`src/hw/rtl/sidx_pkg.sv`:
```
package sidx_pkg;

  typedef struct packed {
    logic [7:0] payload_byte;
    logic       box_end;
  } in_t;

  typedef struct packed {
    logic [2:0]  kind;
    logic [31:0] track_id;
    logic [31:0] ticks_per_second;
    logic [63:0] earliest_time;
    logic [63:0] offset_to_first;
    logic [15:0] entry_count;
    logic        points_to_index;
    logic [30:0] entry_bytes;
    logic [31:0] entry_duration;
    logic        opens_with_sap;
    logic [2:0]  access_point_type;
    logic [27:0] access_point_delta;
  } out_t;

  localparam logic [2:0] KIND_HDR_V0       = 3'd0;
  localparam logic [2:0] KIND_HDR_V1       = 3'd1;
  localparam logic [2:0] KIND_HDR_V0_CLOSE = 3'd2;
  localparam logic [2:0] KIND_HDR_V1_CLOSE = 3'd3;
  localparam logic [2:0] KIND_REF          = 3'd4;
  localparam logic [2:0] KIND_REF_CLOSE    = 3'd5;
  localparam logic [2:0] KIND_ERROR        = 3'd6;

endpackage

```
`src/hw/rtl/segment_index_box_parser_core.sv`:
```
// segment index box parser
// in channel: one payload byte per transaction (in_data.payload_byte), with
//   in_data.box_end set on the last byte of the box; bytes are big-endian
// out channel: at most one result per input byte; a header result when the
//   reference count completes, one reference result per twelve-byte entry,
//   and an error result on the last byte of a short box or one with
//   trailing bytes; the kind field tells them apart
// latency: a result appears on out_valid the cycle after the byte that
//   completes it is accepted
// throughput: one byte per cycle while in_ready is high; the whole per-byte update is a single
//   shift into the word accumulator plus the phase counter step
// reset (rst_n low, synchronous): parser returns to the version byte and
//   the result register empties; every accepted box_end byte restarts the parser
// stall: a held result does not block input while out_ready is high; when
//   out_ready is low with a result held, in_ready drops until it is taken
module segment_index_box_parser_core (
  input  logic            clk,
  input  logic            rst_n,
  input  logic            in_valid,
  output logic            in_ready,
  input  sidx_pkg::in_t   in_data,
  output logic            out_valid,
  input  logic            out_ready,
  output sidx_pkg::out_t  out_data
);

  logic           take;
  logic           emit;
  sidx_pkg::out_t rslt;

  assign take = in_valid && in_ready;

  sidx_parse u_parse (
    .clk     (clk),
    .rst_n   (rst_n),
    .take    (take),
    .in_data (in_data),
    .emit    (emit),
    .rslt    (rslt)
  );

  sidx_out_stage u_out (
    .clk       (clk),
    .rst_n     (rst_n),
    .take      (take),
    .emit      (emit),
    .rslt      (rslt),
    .in_ready  (in_ready),
    .out_valid (out_valid),
    .out_ready (out_ready),
    .out_data  (out_data)
  );

endmodule

```
`src/hw/rtl/sidx_parse.sv`:
```
module sidx_parse (
  input  logic            clk,
  input  logic            rst_n,
  input  logic            take,
  input  sidx_pkg::in_t   in_data,
  output logic            emit,
  output sidx_pkg::out_t  rslt
);

  localparam logic [2:0] PH_VERFLAGS  = 3'd0;
  localparam logic [2:0] PH_ID        = 3'd1;
  localparam logic [2:0] PH_TIMESCALE = 3'd2;
  localparam logic [2:0] PH_EARLIEST  = 3'd3;
  localparam logic [2:0] PH_OFFSET    = 3'd4;
  localparam logic [2:0] PH_COUNT     = 3'd5;
  localparam logic [2:0] PH_REFS      = 3'd6;
  localparam logic [2:0] PH_DONE      = 3'd7;

  logic [2:0]  phase_r, phase_nxt;
  logic [4:0]  bip_r, bip_nxt, bip_inc, time_len;
  logic        wide_r, wide_nxt;
  logic        overrun_r, overrun_nxt;
  logic [15:0] refs_r, refs_nxt, refs_dec;
  logic [63:0] acc_r, acc_nxt;
  logic [31:0] id_r, id_nxt;
  logic [31:0] tscale_r, tscale_nxt;
  logic [63:0] earliest_r, earliest_nxt;
  logic [63:0] offset_r, offset_nxt;
  logic [31:0] w0_r, w0_nxt;
  logic [31:0] w1_r, w1_nxt;
  logic        hdr_rdy, ref_rdy, hdr_out, ref_out;

  // field assembly and phase sequencing
  always_comb begin
    acc_nxt      = {acc_r[55:0], in_data.payload_byte};
    bip_inc      = bip_r + 5'd1;
    time_len     = wide_r ? 5'd8 : 5'd4;
    refs_dec     = refs_r - 16'd1;
    phase_nxt    = phase_r;
    bip_nxt      = bip_inc;
    wide_nxt     = wide_r;
    overrun_nxt  = overrun_r;
    refs_nxt     = refs_r;
    id_nxt       = id_r;
    tscale_nxt   = tscale_r;
    earliest_nxt = earliest_r;
    offset_nxt   = offset_r;
    w0_nxt       = w0_r;
    w1_nxt       = w1_r;
    hdr_rdy      = 1'b0;
    ref_rdy      = 1'b0;
    case (phase_r)
      PH_VERFLAGS: begin
        if (bip_inc == 5'd1) wide_nxt = |in_data.payload_byte;
        if (bip_inc == 5'd4) begin
          phase_nxt = PH_ID;
          bip_nxt   = '0;
        end
      end
      PH_ID: begin
        if (bip_inc == 5'd4) begin
          id_nxt    = acc_nxt[31:0];
          phase_nxt = PH_TIMESCALE;
          bip_nxt   = '0;
        end
      end
      PH_TIMESCALE: begin
        if (bip_inc == 5'd4) begin
          tscale_nxt = acc_nxt[31:0];
          phase_nxt  = PH_EARLIEST;
          bip_nxt    = '0;
        end
      end
      PH_EARLIEST: begin
        if (bip_inc == time_len) begin
          earliest_nxt = wide_r ? acc_nxt : {32'd0, acc_nxt[31:0]};
          phase_nxt    = PH_OFFSET;
          bip_nxt      = '0;
        end
      end
      PH_OFFSET: begin
        if (bip_inc == time_len) begin
          offset_nxt = wide_r ? acc_nxt : {32'd0, acc_nxt[31:0]};
          phase_nxt  = PH_COUNT;
          bip_nxt    = '0;
        end
      end
      PH_COUNT: begin
        if (bip_inc == 5'd4) begin
          refs_nxt  = acc_nxt[15:0];
          hdr_rdy   = 1'b1;
          phase_nxt = (acc_nxt[15:0] != 16'd0) ? PH_REFS : PH_DONE;
          bip_nxt   = '0;
        end
      end
      PH_REFS: begin
        if (bip_inc == 5'd4) begin
          w0_nxt = acc_nxt[31:0];
        end else if (bip_inc == 5'd8) begin
          w1_nxt = acc_nxt[31:0];
        end else if (bip_inc == 5'd12) begin
          ref_rdy   = 1'b1;
          refs_nxt  = refs_dec;
          phase_nxt = (refs_dec != 16'd0) ? PH_REFS : PH_DONE;
          bip_nxt   = '0;
        end
      end
      default: begin
        overrun_nxt = 1'b1;
      end
    endcase
  end

  // result formation
  always_comb begin
    rslt    = '0;
    emit    = 1'b0;
    hdr_out = hdr_rdy;
    ref_out = ref_rdy;
    if (in_data.box_end) begin
      emit = 1'b1;
      if (!overrun_nxt && refs_nxt == 16'd0 && (hdr_rdy || ref_rdy)) begin
        if (hdr_rdy) begin
          rslt.kind = wide_r ? sidx_pkg::KIND_HDR_V1_CLOSE : sidx_pkg::KIND_HDR_V0_CLOSE;
        end else begin
          rslt.kind = sidx_pkg::KIND_REF_CLOSE;
        end
      end else begin
        rslt.kind = sidx_pkg::KIND_ERROR;
        hdr_out   = 1'b0;
        ref_out   = 1'b0;
      end
    end else if (hdr_rdy) begin
      emit      = 1'b1;
      rslt.kind = wide_r ? sidx_pkg::KIND_HDR_V1 : sidx_pkg::KIND_HDR_V0;
    end else if (ref_rdy) begin
      emit      = 1'b1;
      rslt.kind = sidx_pkg::KIND_REF;
    end
    if (hdr_out) begin
      rslt.track_id         = id_r;
      rslt.ticks_per_second = tscale_r;
      rslt.earliest_time    = earliest_r;
      rslt.offset_to_first  = offset_r;
      rslt.entry_count      = refs_nxt;
    end else if (ref_out) begin
      rslt.points_to_index    = w0_r[31];
      rslt.entry_bytes        = w0_r[30:0];
      rslt.entry_duration     = w1_r;
      rslt.opens_with_sap     = acc_nxt[31];
      rslt.access_point_type  = acc_nxt[30:28];
      rslt.access_point_delta = acc_nxt[27:0];
    end
  end

  always_ff @(posedge clk) begin
    if (!rst_n) begin
      phase_r   <= PH_VERFLAGS;
      bip_r     <= '0;
      wide_r    <= 1'b0;
      overrun_r <= 1'b0;
      refs_r    <= '0;
    end else if (take) begin
      if (in_data.box_end) begin
        phase_r   <= PH_VERFLAGS;
        bip_r     <= '0;
        wide_r    <= 1'b0;
        overrun_r <= 1'b0;
        refs_r    <= '0;
      end else begin
        phase_r   <= phase_nxt;
        bip_r     <= bip_nxt;
        wide_r    <= wide_nxt;
        overrun_r <= overrun_nxt;
        refs_r    <= refs_nxt;
      end
    end
  end

  always_ff @(posedge clk) begin
    if (take) begin
      acc_r      <= acc_nxt;
      id_r       <= id_nxt;
      tscale_r   <= tscale_nxt;
      earliest_r <= earliest_nxt;
      offset_r   <= offset_nxt;
      w0_r       <= w0_nxt;
      w1_r       <= w1_nxt;
    end
  end

  a_box_end_restarts: assert property (@(posedge clk) disable iff (!rst_n)
    take && in_data.box_end |=> phase_r == PH_VERFLAGS && bip_r == 5'd0 && !overrun_r)
    else $error("box end did not return parser to start");

  a_done_is_silent: assert property (@(posedge clk) disable iff (!rst_n)
    phase_r == PH_DONE && !in_data.box_end |-> !emit)
    else $error("trailing byte produced a result");

  a_refs_nonzero_in_refs: assert property (@(posedge clk) disable iff (!rst_n)
    phase_r == PH_REFS |-> refs_r != 16'd0)
    else $error("reference phase with no references left");

endmodule

```
`src/hw/rtl/sidx_out_stage.sv`:
```
module sidx_out_stage (
  input  logic            clk,
  input  logic            rst_n,
  input  logic            take,
  input  logic            emit,
  input  sidx_pkg::out_t  rslt,
  output logic            in_ready,
  output logic            out_valid,
  input  logic            out_ready,
  output sidx_pkg::out_t  out_data
);

  logic           valid_r;
  sidx_pkg::out_t data_r;
  logic           load;

  assign in_ready  = !valid_r || out_ready;
  assign load      = take && emit;
  assign out_valid = valid_r;
  assign out_data  = data_r;

  always_ff @(posedge clk) begin
    if (!rst_n) begin
      valid_r <= 1'b0;
    end else if (load) begin
      valid_r <= 1'b1;
    end else if (out_ready) begin
      valid_r <= 1'b0;
    end
  end

  always_ff @(posedge clk) begin
    if (load) begin
      data_r <= rslt;
    end
  end

  a_load_shows: assert property (@(posedge clk) disable iff (!rst_n)
    load |=> valid_r && data_r == $past(rslt))
    else $error("accepted result not presented");

  a_error_zeroed: assert property (@(posedge clk) disable iff (!rst_n)
    valid_r && data_r.kind == sidx_pkg::KIND_ERROR |->
      data_r.track_id == 32'd0 && data_r.entry_count == 16'd0 &&
      data_r.entry_bytes == 31'd0 && data_r.access_point_delta == 28'd0)
    else $error("error result carries field data");

  a_no_take_when_full: assert property (@(posedge clk) disable iff (!rst_n)
    valid_r && !out_ready |-> !take)
    else $error("transaction taken while result stalled");

endmodule

```
`config.mk`:
```
export PLATFORM = sky130hd
export DESIGN_NAME = segment_index_box_parser_core
export DESIGN_NICKNAME = d
export VERILOG_FILES = /design/src/hw/rtl/sidx_pkg.sv /design/src/hw/rtl/segment_index_box_parser_core.sv /design/src/hw/rtl/sidx_parse.sv /design/src/hw/rtl/sidx_out_stage.sv
export SDC_FILE = /design/constraint.sdc
export NUM_CORES = 1
export LEC_CHECK = 0
export BUFFER_PORTS_ARGS = -buffer_cell sky130_fd_sc_hd__buf_2
export CAP_MARGIN = 10
export CORE_UTILIZATION = 43
export CTS_CLUSTER_DIAMETER = 150
export DETAILED_ROUTE_END_ITERATION = 8
export SKIP_CTS_REPAIR_TIMING = 1
export SLEW_MARGIN = 10
export SYNTH_ARGS = -nofsm -noshare
export SYNTH_HDL_FRONTEND = slang
export SYNTH_HIERARCHICAL = 1
export SYNTH_SLANG_ARGS = --single-unit
```
`constraint.sdc`:
```
create_clock -name clk -period 10.3 [get_ports clk]
set_input_delay 2.06 -clock clk [delete_from_list [all_inputs] [get_ports clk]]
set_output_delay 2.06 -clock clk [all_outputs]
set_load 0.02 [all_outputs]
```
==> out/results.tsv, run 1 <==
stage	metric	value	unit
pwr	Net Sw Frac	20.9	%
floorplan	CORE AREA	54100	µm²
grt	grt ovf	0	
floorplan	Die Ht	237	µm
floorplan	chip width	237	µm
layout	multi-input logic area	4140	µm²
placed_design	Place WS	4790	ps
yosys	synth unique cells	79	
detailed_routing	WL per Instance	22.8	µm
setup_path	CP top delay family	simple AND/OR/NAND/NOR gates	
setup_path	CP max stage cell	a31oi_4	
floorplan	Starting Density	43.7	%
setup_path	worst-path cell chain	ha_1, xnor2_4, or2_1, nor3_2, a222oi_1, and4bb_4, a31oi_4, buf_12, nor2b_1	
pwr	sequential share of power	54.5	%
yosys	Post-Synthesis Cells	1365	
setup_path	Reg-to-Reg Start	u_parse/bip_r[0]	
setup_path	crit path max fanout	158	
sta	final period utilization	52.5	%
flow_run	maxcap violations	0	
yosys	Mapped Nets	1383	
pwr	cell internal pwr	0.00432	W
clock_network	Sinks on Clock Net	646	
setup_path	WP data required	10580	ps
yosys	Post-synth EDFFs	619	
detailed_routing	DRC	0	
yosys	post-synthesis register bit count	646	
sta	setup ws final	4900	ps
clock_network	CTS root buffer	clkbuf_16	
placed_design	port bufs	321	
sta	final hold violation count	0	
pwr	Power Density	195	nW/µm²
grt	largest net degree at the start of global routing	183	
run_status	status	complete, no violations	
grt	GRT Total Usage	19.9	%
clock_network	Num CTS Buffers	67	
grt	initial antenna violation count	1	
grt	first-pass GRT wire length	81400	µm
sta	Max Slew Vio Count	0	
sta	worst clock skew	26.5	ps
sta	setup repair after global routing missed its margin	false	
pwr	Clk pwr share	42.3	%
detailed_routing	DRT iter0 DRCs	1086	
yosys	Synth area leaders	edfxtp_1 79%, nor2b_1 8.0%, dfxtp_1 2.3%, and2_1 1.1%, nor2_1 0.73%	
setup_path	Levels on crit path	9	
layout	Nets	1721	
layout	post-route cell area	28000	µm²
setup_path	Worst path max stage delay	910	ps
setup_path	RR Endpoint	u_out/out_data[154]	
setup_path	startpoint types	register	
setup_path	critical path capture point type	register	
sta	Least-Margin Pin Slew	1130	ps
yosys	Synth async-reset ratio	0	%
detailed_routing	routed vias	12700	
yosys	sequential area share after synthesis	80.9	%
yosys	largest area contributor in the netlist	edfxtp_1	
yosys	Cell Area, Synth	23700	µm²
clock_network	Clock Path Buffers	3	
detailed_routing	DR vias/cell	5.18	
yosys	post-synthesis average cell area	17.3	µm²
sta	setup tns final	0	ps
min_path	hold path depth	0	
pwr	Combinational Power Share	3.2	%
placed_design	Post-DP Area	25900	µm²
detailed_routing	antenna-violating nets left	0	
setup_path	WS Path Type	reg -> reg	
clock_network	H-tree Lvls	3	
floorplan	area of the die	55900	µm²
layout	Fill cells	4389	
setup_path	worst setup path end	u_out/out_data[154]	
pwr	P_sw	0.00114	W
pwr	Tot Pwr	0.00546	W
placed_design	RePlAce Congestion	0.947	
layout	share of cells above drive strength 1	26.4	%
clock_network	CTS tree	yes	
pwr	VDD IR max	135	µV
clock_network	CTS clk-pin slew, worst paths	60	ps
detailed_routing	wirelength, routed	55900	µm
grt	vias in the first global route	12400	
floorplan	Top-Level Pins	322	
layout	diode count	0	
placed_design	HPWL after DPL	35100	µm
yosys	top cell type's share of synthesized area	78.6	%
sta	fin crit period	5400	ps
floorplan	num rows	85	
setup_path	crit path buf inv count	1	
setup_path	critical path startpoint	u_parse/bip_r[0]	
yosys	Most used DFF post-synth	edfxtp_1	
layout	area growth from synthesis to final layout	18.5	%
min_path	worst hold path class	reg -> reg	
setup_path	Reg2Reg Setup Slack	4900	ps
setup_path	Worst EP arrival	5690	ps
pwr	leak pwr	9.62	nW
detailed_routing	drt first pass iters	9	
clock_network	Skew-Pair Late Insertion Delay	600	ps
layout	Storage cell area	19100	µm²
sta	max frequency	185	MHz
setup_path	reg2reg path depth	9	
yosys	Synthesis Warnings	6	
sta	slew margin rel.	24.8	%
sta	setup violators final	0	
layout by cell type (no fill, tap or decap), types with 4 or more instances in the layout:
cell type,n
and2_1,42
nand2b_1,4
and3_1,4
nand4_1,9
o21ai_0,17
buf_4,12
clkbuf_16,68
a21oi_1,28
or3_1,4
edfxtp_1,619
nor4_1,13
buf_2,321
clkinvlp_4,4
clkinv_2,6
nand2_1,23
nor2_1,44
a31o_2,4
clkinv_1,13
nor3_1,14
o22ai_1,7
nand3b_1,5
o31ai_1,4
a22oi_1,8
nor2b_1,304
bufinv_16,5
ha_1,5
or2_2,4
nor4_2,4
o211ai_1,4
nand3_1,11
inv_1,10
or4_1,5
dfxtp_1,27
clkbuf_1,17
a31oi_1,6
cell type report:
type	instances	share of cell area, %
sequential	646	68.2
multi-input combinational	641	14.8
clock buffer	85	6.30
timing repair buffer	336	6.29
tap	696	3.11
clock inverter	32	1.13
inverter	11	0.161
cells in the mapped netlist, types with 9 or more instances:
cell / instances
clkbuf_1: 30
and2_1: 43
nor2b_1: 304
nor2_1: 46
buf_6: 12
buf_4: 15
nor3_1: 16
inv_1: 11
edfxtp_1: 619
nand4_1: 9
nand2_1: 23
a21oi_1: 28
nand3_1: 11
dfxtp_1: 27
o21ai_0: 17
nor4_1: 16
power by group through the flow:
| stage | registers, W | clock network [W] | logic [W] |
|---|---|---|---|
| floorplan | 0.00308 | 0 | 0.0000409 |
| global placement | 0.00303 | 0 | 0.000176 |
| detailed placement | 0.00304 | 0 | 0.000177 |
| CTS | 0.00298 | 0.00237 | 0.000177 |
| global route | 0.00298 | 0.00247 | 0.000184 |
| finish | 0.00298 | 0.00231 | 0.000174 |
layer usage:
| metal | GRT usage [%] | vias up | part of all wire (%) |
|---|---|---|---|
| li1 | - | 5747 | - |
| met5 | 0 | - | 0 |
| met2 | 32.6 | 471 | 49 |
| met1 | 26.2 | 6375 | 42 |
| met3 | 4.70 | 94 | 6.2 |
| met4 | 6.59 | 0 | 2.7 |
stage by stage:
step	util (%)	hold WS [ps]	std cells
after global placement	47.9	425	2329
final	51.8	430	2447
after detailed placement	47.9	426	2329
after global routing	51.8	449	2447
after floorplan	-	418	1365
after CTS	51.7	425	2446
kinds of logic (layout without fill, tap and decap cells):
family / count (synthesis) / after routing / synth area share [%]
XOR/XNOR: 6 / 6 / 0.302
AND/OR/NAND/NOR: 514 / 514 / 13.1
AO/OA/AOI/OAI: 115 / 115 / 3.48
buffers and inverters: 78 / 464 / 1.90
flip-flops: 646 / 646 / 80.9
multiplexers: 1 / 1 / 0.0476
adder cells (fa/ha/maj): 5 / 5 / 0.265
flip-flops by register name, indices dropped and copies added, names as in the netlist:
signal              cells
u_parse/phase_r         3
u_parse/offset_r       64
u_parse/wide_r          1
u_parse/bip_r           5
u_parse/overrun_r       1
u_parse/acc_r          56
u_out/out_valid         1
u_parse/tscale_r       32
u_out/out_data        307
u_parse/w0_r           32
u_parse/earliest_r     64
u_parse/id_r           32
u_parse/w1_r           32
u_parse/refs_r         16
worst min-delay path by stage:
| stage | from | to | slack, ps |
|---|---|---|---|
| after floorplan | u_parse/acc_r[24] | u_parse/acc_r[32] | 420 |
| after detailed placement | u_parse/acc_r[38] | u_parse/acc_r[46] | 430 |
| final | u_parse/acc_r[36] | u_parse/acc_r[44] | 430 |
| after global placement | u_parse/acc_r[38] | u_parse/acc_r[46] | 420 |
| after global routing | u_parse/acc_r[44] | u_parse/acc_r[52] | 450 |
| after CTS | u_parse/acc_r[36] | u_parse/acc_r[44] | 430 |
Power figures use the tool's default switching activity.
==> run 2, diff against run 1 <==
- ABC_AREA: not set -> 1
- clock period: 10.3 -> 4.6 ns (I/O delays scaled with it)
==> out/results.tsv, run 2 <==
stage	metric	value	unit
clock_network	Skew-Pair Late Insertion Delay	600	ps
yosys	Synth async-reset ratio	0	%
sta	final hold violation count	0	
pwr	VDD IR max	233	µV
detailed_routing	DRC	0	
setup_path	worst-path cell chain	inv_2, nor2_2, inv_2, nor2_2, nand2_1, nand2_1, nor2_2, nand2_1, nor2_1, nand3_2, nor2_4, o21bai_4, buf_12, buf_12, nor2_1	
yosys	Synth area leaders	edfxtp_1 77%, inv_1 4.4%, nand2_1 2.8%, nor2_1 2.6%, nor2_2 2.4%	
pwr	Power Density	426	nW/µm²
setup_path	Worst EP arrival	4040	ps
yosys	Mapped Nets	1719	
yosys	Synthesis Warnings	6	
yosys	most common cell in the netlist	edfxtp_1	
placed_design	Post-DP Area	26900	µm²
yosys	post-synthesis register bit count	646	
placed_design	Place WS	970	ps
yosys	Most used DFF post-synth	edfxtp_1	
setup_path	critical path capture point type	register	
yosys	sequential area share after synthesis	78.8	%
clock_network	H-tree Lvls	3	
pwr	Tot Pwr	0.0124	W
min_path	worst hold path class	reg -> reg	
sta	setup repair after global routing missed its margin	false	
clock_network	Clock Path Buffers	3	
yosys	Post-Synthesis Cells	1701	
layout	Nets	2077	
clock_network	CTS clk-pin slew, worst paths	60	ps
flow_run	maxcap violations	0	
placed_design	port bufs	321	
sta	slew margin rel.	25.1	%
detailed_routing	wirelength, routed	56900	µm
placed_design	HPWL after DPL	36300	µm
grt	grt ovf	0	
yosys	Commonest cells post-synth	619 x edfxtp_1, 284 x inv_1, 178 x nand2_1	
sta	worst clock skew	22.3	ps
sta	Max Slew Vio Count	0	
detailed_routing	routed vias	13700	
layout	commonest cells after routing, fill and taps aside	619 x edfxtp_1, 321 x buf_2, 281 x inv_1	
yosys	synth unique cells	36	
pwr	leak pwr	11.5	nW
layout	area growth from synthesis to final layout	19.6	%
clock_network	CTS tree	yes	
setup_path	Reg2Reg Setup Slack	890	ps
layout	most common cell after layout, fill and taps aside	edfxtp_1	
yosys	top cell type's share of synthesized area	76.5	%
sta	final period utilization	80.6	%
detailed_routing	DR vias/cell	4.79	
setup_path	CP top delay family	simple AND/OR/NAND/NOR gates	
grt	GRT Total Usage	19.9	%
clock_network	Num CTS Buffers	69	
yosys	Post-synth EDFFs	619	
setup_path	CP max stage cell	nor2_2	
detailed_routing	drt first pass iters	5	
layout	share of cells above drive strength 1	27.7	%
floorplan	chip width	240	µm
detailed_routing	antenna-violating nets left	0	
sta	fin crit period	3710	ps
layout	post-route cell area	29000	µm²
setup_path	crit path buf inv count	4	
layout	Final Util	52.4	%
floorplan	Top-Level Pins	322	
setup_path	WP data required	4930	ps
floorplan	num rows	86	
floorplan	Die Ht	240	µm
setup_path	startpoint types	register	
grt	vias in the first global route	13300	
clock_network	CTS root buffer	clkbuf_16	
yosys	post-synthesis average cell area	14.3	µm²
detailed_routing	DRT iter0 DRCs	995	
run_status	status	complete, no violations	
layout	max reg flops	307	
clock_network	Sinks on Clock Net	646	
setup_path	WS Path Type	reg -> reg	
layout	diode count	0	
sta	setup ws final	891	ps
grt	largest net degree at the start of global routing	116	
setup_path	Worst path max stage delay	580	ps
yosys	Cell Area, Synth	24300	µm²
sta	Least-Margin Pin Slew	1120	ps
floorplan	area of the die	57400	µm²
detailed_routing	WL per Instance	19.9	µm
placed_design	RePlAce Congestion	0.863	
yosys	largest area contributor in the netlist	edfxtp_1	
setup_path	crit path max fanout	71	
sta	setup violators final	0	
floorplan	Starting Density	43.8	%
floorplan	CORE AREA	55400	µm²
layout	Fill cells	4625	
sta	max frequency	270	MHz
grt	initial antenna violation count	0	
grt	first-pass GRT wire length	83000	µm
## run 2: changes by cell type after synthesis, moves of 27 or more
cell	before	now
nor2b_1	304	0
inv_1	11	284
nand2_1	23	178
nor2_1	46	167
nor2_2	1	94
a21boi_0	3	56
and2_1	43	0
a21boi_1	0	29
nand3_1	11	38
## run 2: report_power, final
part / switching [W] / internal (W) / total, W
Combinational: 0.000304 / 0.0000898 / 0.000394
Clock: 0.00217 / 0.00312 / 0.00529
Sequential: 0.0000993 / 0.00657 / 0.00667
Total: 0.00258 / 0.00978 / 0.0124
## run 2: through the flow
step | TNS (ps) | instances | hold WS (ps)
floorplan | -784610 | 1701 | 427
global placement | 0 | 2736 | 433
detailed placement | 0 | 2736 | 436
CTS | 0 | 2854 | 450
global route | 0 | 2854 | 468
finish | 0 | 2854 | 448
## run 2: area by class of cell
type / count / area, µm² / share of cell area [%]
clock buffers: 92 / 1900 / 6.53
clock inverters: 26 / 248 / 0.853
inverters: 291 / 1120 / 3.85
multi-input cells: 704 / 3800 / 13.1
flip-flops and latches: 646 / 19100 / 65.9
well taps: 748 / 936 / 3.22
repair buffers: 347 / 1910 / 6.59
## run 2: final timing paths
check,startpoint,end,cells after the start
worst max register to register,u_parse/phase_r[2],u_out/out_data[144],15
worst min-delay path,u_parse/acc_r[40],u_parse/acc_r[48],0
worst max-delay path,u_parse/phase_r[2],u_out/out_data[144],15
worst min register to register,u_parse/acc_r[40],u_parse/acc_r[48],0
## run 2: cells by family (layout without fill, tap and decap cells)
family,count (synthesis),in the layout,share of synthesized area (%)
AOI/OAI and AO/OA,157,157,4.24
xor gates and xnor gates,9,9,0.325
adders and majority gates,5,5,0.258
buffers and inverters,351,756,5.99
DFF,646,646,78.8
and+or+nand+nor,533,533,10.4
## run 2: layer usage
layer	track usage [%]	part of all wire, %	wire length, µm
met1	26.8	43	24400
met2	32.4	49	27800
met3	4.10	6.2	3510
met4	6.41	2.0	1130
met5	0	0	0
